===== config.mk =====
export PLATFORM = sky130hd
export DESIGN_NAME = pld_ram
export DESIGN_NICKNAME = d
export VERILOG_FILES = /design/src/rtl/parameter_layout_validator_macros.svh /design/src/rtl/pld_ram.sv
export SDC_FILE = /design/constraint.sdc
export NUM_CORES = 1
export LEC_CHECK = 0
export BUFFER_PORTS_ARGS = -buffer_cell sky130_fd_sc_hd__buf_2
export CORE_UTILIZATION = 54
export DETAILED_ROUTE_END_ITERATION = 8
export PLACE_DENSITY = 0.74
export SLEW_MARGIN = 20
export SYNTH_ARGS = -nofsm -noshare
export SYNTH_HDL_FRONTEND = slang
export SYNTH_SLANG_ARGS = --single-unit
export TNS_END_PERCENT = 1

===== constraint.sdc =====
create_clock -name clk -period 1.7 [get_ports clk]
set_input_delay 0.34 -clock clk [delete_from_list [all_inputs] [get_ports clk]]
set_output_delay 0.34 -clock clk [all_outputs]
set_load 0.005 [all_outputs]

===== src/rtl/parameter_layout_validator_macros.svh =====
// Assertion macros shared by the parameter layout validator.
`ifndef PARAMETER_LAYOUT_VALIDATOR_MACROS_SVH
`define PARAMETER_LAYOUT_VALIDATOR_MACROS_SVH

// The expression must hold at every clock edge outside reset.
`define PLD_ASSERT_ALWAYS(label, expr, msg) \
	label: assert property (@(posedge clk) disable iff (!arst_n) (expr)) else $error(msg);

// The consequent must hold in the cycle after the antecedent.
`define PLD_ASSERT_NEXT(label, ante, cons, msg) \
	label: assert property (@(posedge clk) disable iff (!arst_n) (ante) |=> (cons)) \
		else $error(msg);

`endif


===== src/rtl/pld_ram.sv =====
// Generic single-port-write, single-port-read RAM with registered read data.
module pld_ram #(
	parameter int WIDTH = 8,
	parameter int DEPTH = 16
) (
	input  logic                                    clk,
	input  logic                                    we,
	input  logic [((DEPTH > 1) ? $clog2(DEPTH) : 1)-1:0] wr_addr,
	input  logic [WIDTH-1:0]                        wr_data,
	input  logic                                    rd_en,
	input  logic [((DEPTH > 1) ? $clog2(DEPTH) : 1)-1:0] rd_addr,
	output logic [WIDTH-1:0]                        rd_data
);
	logic [WIDTH-1:0] mem [DEPTH];

	always_ff @(posedge clk) begin
		if (we) begin
			mem[wr_addr] <= wr_data;
		end
		if (rd_en) begin
			rd_data <= mem[rd_addr];
		end
	end
endmodule


==> impl_metrics.csv <==
group,metric,value,unit
placement,gp_congestion,0.728,
final_layout,register_area,0.00408,sq mm
routing,drtIter0Drc,156,
logic_synthesis,synthCells,229,
sta,timing.final.crit_share,87.4,%
clock_tree,clk_latency,0.52,ns
routing,routedWlPerCell,22.0,microns
placement,dpl.hpwl,6.21,mm
die,ioPinCount,27,
sta,max_slew_margin,54.8,%
critical_path,critical_path_buf_inv_count,0,
min_path,holdPathStages,1,
min_path,hold_path.class,"primary input to flop",
power,powerDensity,1230,mW/mm^2
critical_path,critPathKind,"flop to flop",
die,coreArea,0.00933,sq mm
critical_path,r2r_start,"mem[10][7]",
clock_tree,cts-hold-fix-buffers,0,
clock_tree,cts_tree,"built",
clock_tree,numCtsBuffers,17,
power,p_seq_share,49.9,%
grt,grt_use_total,20.8,%
final_layout,multiInputGateArea,0.00106,sq mm
final_layout,fin_nets,305,
sta,fmax,673,MHz
sta,rsz0062_at_grt,"false",
logic_synthesis,syn_avg_cell_area,22.8,sq um
logic_synthesis,netlist_area,0.00523,sq mm
final_layout,layout.cells.non_filler,428,
final_layout,area_growth,18.8,%
sta,hold_viol,0,
power,p_sw,1.59,mW
critical_path,cp_data_required_time,1.95,ns
critical_path,cp.arrival,1.74,ns
placement,dp.cells,396,
power,ir_drop,0.990,mV
final_layout,diodes,0,
critical_path,path_max_fanout,1,
sta,fin_ws,0.214,ns
grt,grt_overflow,0,
critical_path,end_kind,"flop",
routing,firstDrtPassIters,4,
sta,setup_tns,0,ns
critical_path,worstReg2RegEnd,"rd_data[7]",
grt,grt_max_degree,22,
logic_synthesis,ys_warn_count,0,
routing,vias,2469,
final_layout,num-fill-cells,558,
power,fin_total_pwr,7.61,mW
routing,vias_per_cell,5.77,
placement,preCtsSetupSlack,-0.182,ns
final_layout,layout_commonest_cell,"edfxtp_1",
power,switching_share,20.9,%
clock_tree,cts_buffer_depth,2,
clock_tree,clock-sinks,136,
die,dieArea,0.0101,sq mm
sta,clock_skew,0.0123,ns
critical_path,slowest_delay,0.49,ns
final_layout,design_area,0.00621,sq mm
power,p_int,6.03,mW
power,clkPwrFrac,45.6,%
min_path,worstHoldStart,"rd_en",
placement,place_area,0.00564,sq mm
outcome,outcome,"completed",
sta,finalSetupViolations,0,
final_layout,drive_above_1_share,32.8,%
critical_path,cp_top_family,"multiplexers",
logic_synthesis,yosysSeqAreaShare,78.1,%
logic_synthesis,syn_nets,248,
min_path,holdPathEnd,"rd_data[2]",
power,p_leak,2.11,nW
die,die_h,100,microns
sta,tightest_slew,0.676,ns
sta,drv_slew,0,
routing,antenna_left,0,
clock_tree,clk_pin_slew_worst_paths,0.06,ns
die,rows,35,
clock_tree,cts_root_buffer,"clkbuf_8",
critical_path,path_cells,"mux4_2 > a22oi_1 > nand2_1",
grt,antenna_found_initial,0,
critical_path,reg2regPathDepth,3,
critical_path,start_kind,"flop",
critical_path,critical-path-slowest-cell,"mux4_2",
grt,grt_pass1_vias,2636,
power,combPwrFrac,4.5,%
clock_tree,post_cts_buffers,0,
clock_tree,htreeDepth,4,
final_layout,final_cell_mix,"edfxtp_1 (136), buf_2 (26), buf_4 (19), mux4_2 (18)",
routing,drc,0,
placement,port_buffers,26,
logic_synthesis,synth_cell_types,18,
die,die_w,100,microns
grt,grt_pass1_wl,14.2,mm
clock_tree,cts-resized-gates,0,
critical_path,reg2reg_slack,0.21,ns
die,start_util,56.0,%
logic_synthesis,ys_seq_elements,136,
flow_run,max-cap-violations,0,
sta,period_needed,1.49,ns
routing,totalWireLength,9.44,mm
==> flip-flops by register name (all words and copies together), names as in the netlist <==
signal	flops
mem	128
rd_data	8
==> power by group through the flow <==
stage / Combinational, mW / Sequential (mW) / Clock (mW)
floorplan: 0.191 / 3.86 / 0
global placement: 0.337 / 3.87 / 0
detailed placement: 0.346 / 3.87 / 0
CTS: 0.350 / 3.80 / 3.51
global route: 0.373 / 3.80 / 3.64
finish: 0.344 / 3.80 / 3.47
==> cell usage after synthesis, drive strengths merged <==
| cell | count | share of area (%) |
|---|---|---|
| nand3 | 1 | 0.096 |
| nor2b | 1 | 0.12 |
| nand2 | 9 | 0.65 |
| edfxtp | 136 | 78 |
| buf | 7 | 1.1 |
| a22oi | 16 | 2.3 |
| or3b | 1 | 0.17 |
| nand3b | 2 | 0.29 |
| and2b | 1 | 0.14 |
| nand2b | 2 | 0.24 |
| nor3 | 4 | 0.38 |
| mux4 | 32 | 15 |
| clkdlybuf4s25 | 3 | 0.57 |
| and2 | 1 | 0.12 |
| nor2 | 13 | 0.93 |
==> layout make-up <==
cell class | instances | share of cell area (%)
flip-flops and latches | 136 | 65.8
multi-input cells | 83 | 17.1
clock buffers | 18 | 6.73
repair buffers | 48 | 5.36
well taps | 129 | 2.60
clock inverters | 14 | 2.44
==> through the flow <==
| step | hold WS, ns | util, % |
|---|---|---|
| final | 0.190 | 66.6 |
| after detailed placement | 0.714 | 60.5 |
| after global routing | 0.163 | 66.6 |
| after global placement | 0.721 | 60.5 |
| after CTS | 0.164 | 66.6 |
| after floorplan | 0.439 | - |
==> logic make-up (layout without fill, tap and decap cells) <==
kind of cell | Yosys count | after routing | share of synthesized area, %
muxes | 32 | 32 | 14.8
buffers and inverters | 10 | 80 | 1.65
AOI/OAI and AO/OA | 16 | 16 | 2.30
DFF | 136 | 136 | 78.1
and+or+nand+nor | 35 | 35 | 3.14
==> how the worst max path moves through the flow <==
stage / start / endpoint / cells past startpoint
6_report: mem[10][7] / rd_data[7] / 3
5_1_grt: mem[10][7] / rd_data[7] / 3
4_1_cts: mem[11][7] / rd_data[7] / 3
3_5_place_dp: rd_addr[0] / rd_data[5] / 5
3_3_place_gp: rd_addr[0] / rd_data[5] / 5
2_1_floorplan: rd_addr[0] / rd_data[1] / 5
==> per-layer routing <==
metal	routed length [microns]	track usage, %	up-vias
met5	0	0	-
met4	131	9.48	0
met3	507	7.03	18
met2	4870	33.6	102
met1	3930	25.8	1253
li1	-	-	1096
Note: power is estimated with default switching activity, not from simulation.
