--- src/rtl/parameter_layout_validator_macros.svh ---
// Assertion macros shared by the parameter layout validator.
`ifndef PARAMETER_LAYOUT_VALIDATOR_MACROS_SVH
`define PARAMETER_LAYOUT_VALIDATOR_MACROS_SVH

// The expression must hold at every clock edge outside reset.
`define PLD_ASSERT_ALWAYS(label, expr, msg) \
	label: assert property (@(posedge clk) disable iff (!arst_n) (expr)) else $error(msg);

// The consequent must hold in the cycle after the antecedent.
`define PLD_ASSERT_NEXT(label, ante, cons, msg) \
	label: assert property (@(posedge clk) disable iff (!arst_n) (ante) |=> (cons)) \
		else $error(msg);

`endif

--- src/rtl/pld_pkg.sv ---
// Types, codes and helper functions of the parameter layout validator.
package pld_pkg;

	localparam int MAX_RANGES_DEF = 64;

	localparam int BUF_W = 21;
	localparam logic [BUF_W-1:0] BUF_LIMIT = 21'(1024 * 1024);

	localparam logic [3:0] TY_SCALAR_LAST = 4'd3;
	localparam logic [3:0] TY_FLOAT2      = 4'd4;
	localparam logic [3:0] TY_FLOAT3      = 4'd5;
	localparam logic [3:0] TY_FLOAT4      = 4'd6;
	localparam logic [3:0] TY_MATRIX4     = 4'd7;
	localparam logic [3:0] TY_TEXTURE     = 4'd8;
	localparam logic [3:0] TY_SAMPLER     = 4'd9;

	typedef enum logic [2:0] {
		ST_OK      = 3'd0,
		ST_LAYOUT  = 3'd1,
		ST_TYPE    = 3'd2,
		ST_ARRAY   = 3'd3,
		ST_DEFAULT = 3'd4,
		ST_OVERLAP = 3'd5,
		ST_FAILED  = 3'd6
	} status_t;

	typedef struct packed {
		logic [3:0]  param_type;
		logic [31:0] elem_count;
		logic [31:0] elem_stride;
		logic [31:0] byte_offset;
		logic [31:0] default_size;
	} pld_item_t;

	typedef struct packed {
		status_t          early_status;
		logic             resource;
		status_t          late_status;
		logic [BUF_W-1:0] rng_lo;
		logic [BUF_W-1:0] rng_hi;
	} pld_chk_t;

	function automatic logic [6:0] elem_bytes(input logic [3:0] t);
		logic [6:0] sz;
		sz = 7'd0;
		if (t <= TY_SCALAR_LAST) begin
			sz = 7'd4;
		end else begin
			case (t)
				TY_FLOAT2:  sz = 7'd8;
				TY_FLOAT3:  sz = 7'd12;
				TY_FLOAT4:  sz = 7'd16;
				TY_MATRIX4: sz = 7'd64;
				default:    sz = 7'd0;
			endcase
		end
		return sz;
	endfunction

endpackage

--- src/rtl/pld_layout.sv ---
// Descriptor checks: buffer size, resource rules, type, array, span, bounds and default length.
module pld_layout (
	input  logic                        clk,
	input  pld_pkg::pld_item_t          item,
	input  logic [pld_pkg::BUF_W-1:0]   buffer_size,
	output pld_pkg::pld_chk_t           chk
);
	logic [6:0]  esz;
	logic        bs_bad;
	logic        is_res;
	logic [31:0] cnt_m1;
	logic [63:0] prod_c;
	logic [63:0] prod_s1;
	logic [63:0] span;
	logic [63:0] end_c;

	assign esz    = pld_pkg::elem_bytes(item.param_type);
	assign bs_bad = (buffer_size > pld_pkg::BUF_LIMIT) || (buffer_size[1:0] != 2'd0);
	assign is_res = (item.param_type == pld_pkg::TY_TEXTURE) ||
	                (item.param_type == pld_pkg::TY_SAMPLER);

	// The span of all but the last element is formed in the first check cycle.
	assign cnt_m1 = item.elem_count - 32'd1;
	assign prod_c = item.elem_stride * cnt_m1;

	always_ff @(posedge clk) begin
		prod_s1 <= prod_c;
	end

	assign span  = prod_s1 + 64'(esz);
	assign end_c = span + 64'(item.byte_offset);

	always_comb begin
		chk.resource     = is_res;
		chk.early_status = pld_pkg::ST_OK;
		if (bs_bad) begin
			chk.early_status = pld_pkg::ST_LAYOUT;
		end else if (is_res) begin
			if (item.elem_count != 32'd1 || item.byte_offset != 32'd0 ||
			    item.elem_stride != 32'd0 || item.default_size != 32'd0) begin
				chk.early_status = pld_pkg::ST_LAYOUT;
			end
		end else if (esz == 7'd0) begin
			chk.early_status = pld_pkg::ST_TYPE;
		end else if (item.elem_count == 32'd0 ||
		             (item.elem_count > 32'd1 &&
		              (item.elem_stride < 32'(esz) || item.elem_stride[1:0] != 2'd0))) begin
			chk.early_status = pld_pkg::ST_ARRAY;
		end

		chk.late_status = pld_pkg::ST_OK;
		if (item.byte_offset[1:0] != 2'd0 || end_c > 64'(buffer_size)) begin
			chk.late_status = pld_pkg::ST_LAYOUT;
		end else if (item.default_size != 32'd0 && 64'(item.default_size) != span) begin
			chk.late_status = pld_pkg::ST_DEFAULT;
		end

		// Past the bounds check both ends lie at or below the buffer size.
		chk.rng_lo = item.byte_offset[pld_pkg::BUF_W-1:0];
		chk.rng_hi = end_c[pld_pkg::BUF_W-1:0];
	end
endmodule

--- config.mk ---
export PLATFORM = sky130hd
export DESIGN_NAME = pld_layout
export DESIGN_NICKNAME = d
export VERILOG_FILES = /design/src/rtl/parameter_layout_validator_macros.svh /design/src/rtl/pld_pkg.sv /design/src/rtl/pld_layout.sv
export SDC_FILE = /design/constraint.sdc
export NUM_CORES = 2
export LEC_CHECK = 0
export BUFFER_PORTS_ARGS = -buffer_cell sky130_fd_sc_hd__buf_2
export CELL_PAD_IN_SITES_DETAIL_PLACEMENT = 1
export CELL_PAD_IN_SITES_GLOBAL_PLACEMENT = 1
export CORE_ASPECT_RATIO = 0.75
export CORE_MARGIN = 2
export CORE_UTILIZATION = 36
export CTS_CLUSTER_SIZE = 30
export DETAILED_ROUTE_END_ITERATION = 10
export GPL_TIMING_DRIVEN = 0
export PLACE_DENSITY = 0.74
export SLEW_MARGIN = 20
export SYNTH_ARGS = -nofsm -noshare
export SYNTH_HDL_FRONTEND = slang
export SYNTH_SLANG_ARGS = --single-unit
--- constraint.sdc ---
create_clock -name clk -period 11 [get_ports clk]
set_input_delay 0.55 -clock clk [delete_from_list [all_inputs] [get_ports clk]]
set_output_delay 0.55 -clock clk [all_outputs]
set_load 0.1 [all_outputs]
==> flow_summary.toml <==
[yosys]
ys_types = 78
synth-main-ff-cell = "dfxtp_1"
synthArstFlopShare = 0
ys_ff_latch = 64
yosys-top-cells-area = "fa_1 44%, ha_1 10%, inv_1 9.2%, nand2_1 7.1%, and2_1 5.5%"
seq_area_frac_synth = 0.03171
synth_edf_count = 0
synth_top_area_cell = "fa_1"
syn_area_um2 = 40410
avgSynthCellArea_um2 = 8.538
netlist_instances = 4733
yosysWarningCount = 0
synth.top_cell.area_share = 0.4449

[die]
dieArea_um2 = 115000
rows = 106
die_h_um = 294.2
start_util = 0.3627
coreArea_um2 = 111400
die_w_um = 390.9
pin_count = 203

[timing]
hold_viol = 0
drv_slew = 0
final.min_clock_period_ns = 10.76
fin_crit_sh = 0.9781
clock.fmax_ghz = 0.09294
timing.slew.headroom = 0.1826
setup_viol = 0
worstMarginPinSlew_ns = 1.222

[clock_tree]
cts_hold_buffers = 0
tritoncts = "done"
path_clk_slew_ns = 0.06
cts_buffer_depth = 2
cts_buffers = 9
cts_root_buf = "clkbuf_16"
cts_sinks = 64
htreeDepth = 3

[worst_hold_path]
holdPathStages = 2
hold_path_end = "prod_s1[0]$_DFF_P_"
min_path_type = "input pin to flop"
worstHoldStart = "item[64]"

[setup_path]
cpMostUsedCell = "fa_1"
cp.required_ns = 11.23
cp-start-kind = "input pin"
slowest_stage = "or4_1"
cp.arrival_ns = 10.99
cpPeakStageDelay_ns = 0.68
end_kind = "flop"
critPathKind = "input pin to flop"
path_max_fanout = 10

[global_routing]
grt_usage = 0.2816
grt_pass1_wl_um = 239100
grt_pass1_vias = 36890
overflow = 0
grt_max_degree = 21
antenna_found_initial = 30

[run]
maxCapViolations = 0

[drt]
wl_per_cell_um = 24.92
drtIter0Drc = 2932
drc = 0
drt.antenna.violating_nets = 0
vias = 34800
avgViaCountPerCell = 5.412
routed_wirelength_um = 160200
drt_pass1_iterations = 6

[final_layout]
layout.cells.non_filler = 6429
fillers = 13290
layout_commonest_cell = "inv_1"
synthToLayoutAreaGrowth_pct = 9.490
multi_input_area_um2 = 34820
post-route-util = 0.3971
drive_gt1_frac = 0.07702
final_cell_mix = "995 x inv_1, 898 x fa_1, 758 x nand2_1"
biggestRegsByFlops = "prod_s1 (64)"
regArea_um2 = 1281
nNetsFinal = 6334
largest_register = "prod_s1"
largest_reg_flops = 64

[run_status]
outcome = "finished clean"

[placement]
dp_hpwl_um = 140200
dpl.cell_count = 6394
port_buffers = 200
place_congestion = 0.9628
## worst max-delay path, delay by kind of cell
family / cells / cell delay, ns
AOI/OAI and AO/OA: 10 / 2.71
buffers and inverters: 6 / 0.97
and+or+nand+nor: 4 / 1.43
adders and majority gates: 9 / 4.44
xor gates and xnor gates: 2 / 0.85
## stage by stage
stage	worst slack (ns)	TNS (ns)	hold slack [ns]	area (um2)
finish	0.2406	0	0.5940	44240
global route	-0.03977	-0.06542	0.5867	44220
CTS	0.001455	0	0.5735	43920
detailed placement	-2.596	-53.30	0.9320	43330
global placement	-2.719	-63.86	0.9037	43240
floorplan	0.4453	0	0.6216	40410
## cells in the mapped netlist, types with 11 or more instances
cell,count
a21oi_1,109
nor4_1,51
o21bai_1,13
dfxtp_1,64
inv_1,995
nand2b_1,20
nor3_1,58
o21ai_0,61
fa_1,898
a31oi_1,21
and2_1,355
a211oi_1,14
and3_1,23
ha_1,326
buf_4,24
a21o_1,58
o21a_1,19
nor2b_1,69
or3_1,12
clkbuf_1,216
nand3_1,54
o211ai_1,11
nand4_1,49
nor2_1,98
xor2_1,69
nand2_1,761
xnor2_1,130
## worst max path at each step
stage	start	depth (start not counted)	end	slack (ns)
global placement	item[96]	38	prod_s1[63]$_DFF_P_	-2.72
finish	item[102]	31	prod_s1[63]$_DFF_P_	0.24
global route	item[96]	39	prod_s1[62]$_DFF_P_	-0.04
detailed placement	item[96]	38	prod_s1[63]$_DFF_P_	-2.60
CTS	item[96]	34	prod_s1[60]$_DFF_P_	0.001
floorplan	item[130]	30	chk[44]	0.45
## cell type report
class | count | share of cell area
clock buffers | 12 | 0.005797
multi-input cells | 3431 | 0.7870
inverters | 996 | 0.08467
diodes | 11 | 0.0006221
well taps | 1458 | 0.04123
plain buffers | 238 | 0.02469
repair buffers | 216 | 0.02664
clock inverters | 3 | 0.0003959
flip-flops and latches | 64 | 0.02896
## kinds of logic after synthesis
logic type	Yosys count	synth area share
simple gates	1612	0.1966
buf+inv	1239	0.1175
fa+ha+maj	1224	0.5458
compound gates	382	0.06196
xor+xnor	199	0.04313
flops	64	0.03171
mux	12	0.003158
other cells	1	0.00009280
## layer usage
layer	up-vias	global-route usage	routed length, um
met4	8	0.06856	4417
met1	18070	0.4104	69210
met2	1667	0.4058	66290
met5	-	0	44
li1	14820	-	-
met3	232	0.08347	20250
## timing repair
item | CTS | global route
buffers inserted | 6 | 8
endpoints found under the setup margin | 38 | 15
pin swaps | 3 | 6
gates resized for setup | 61 | 94
Power is not shown: default switching activity piles up to over one toggle a cycle in this logic, so the estimate is an artifact.
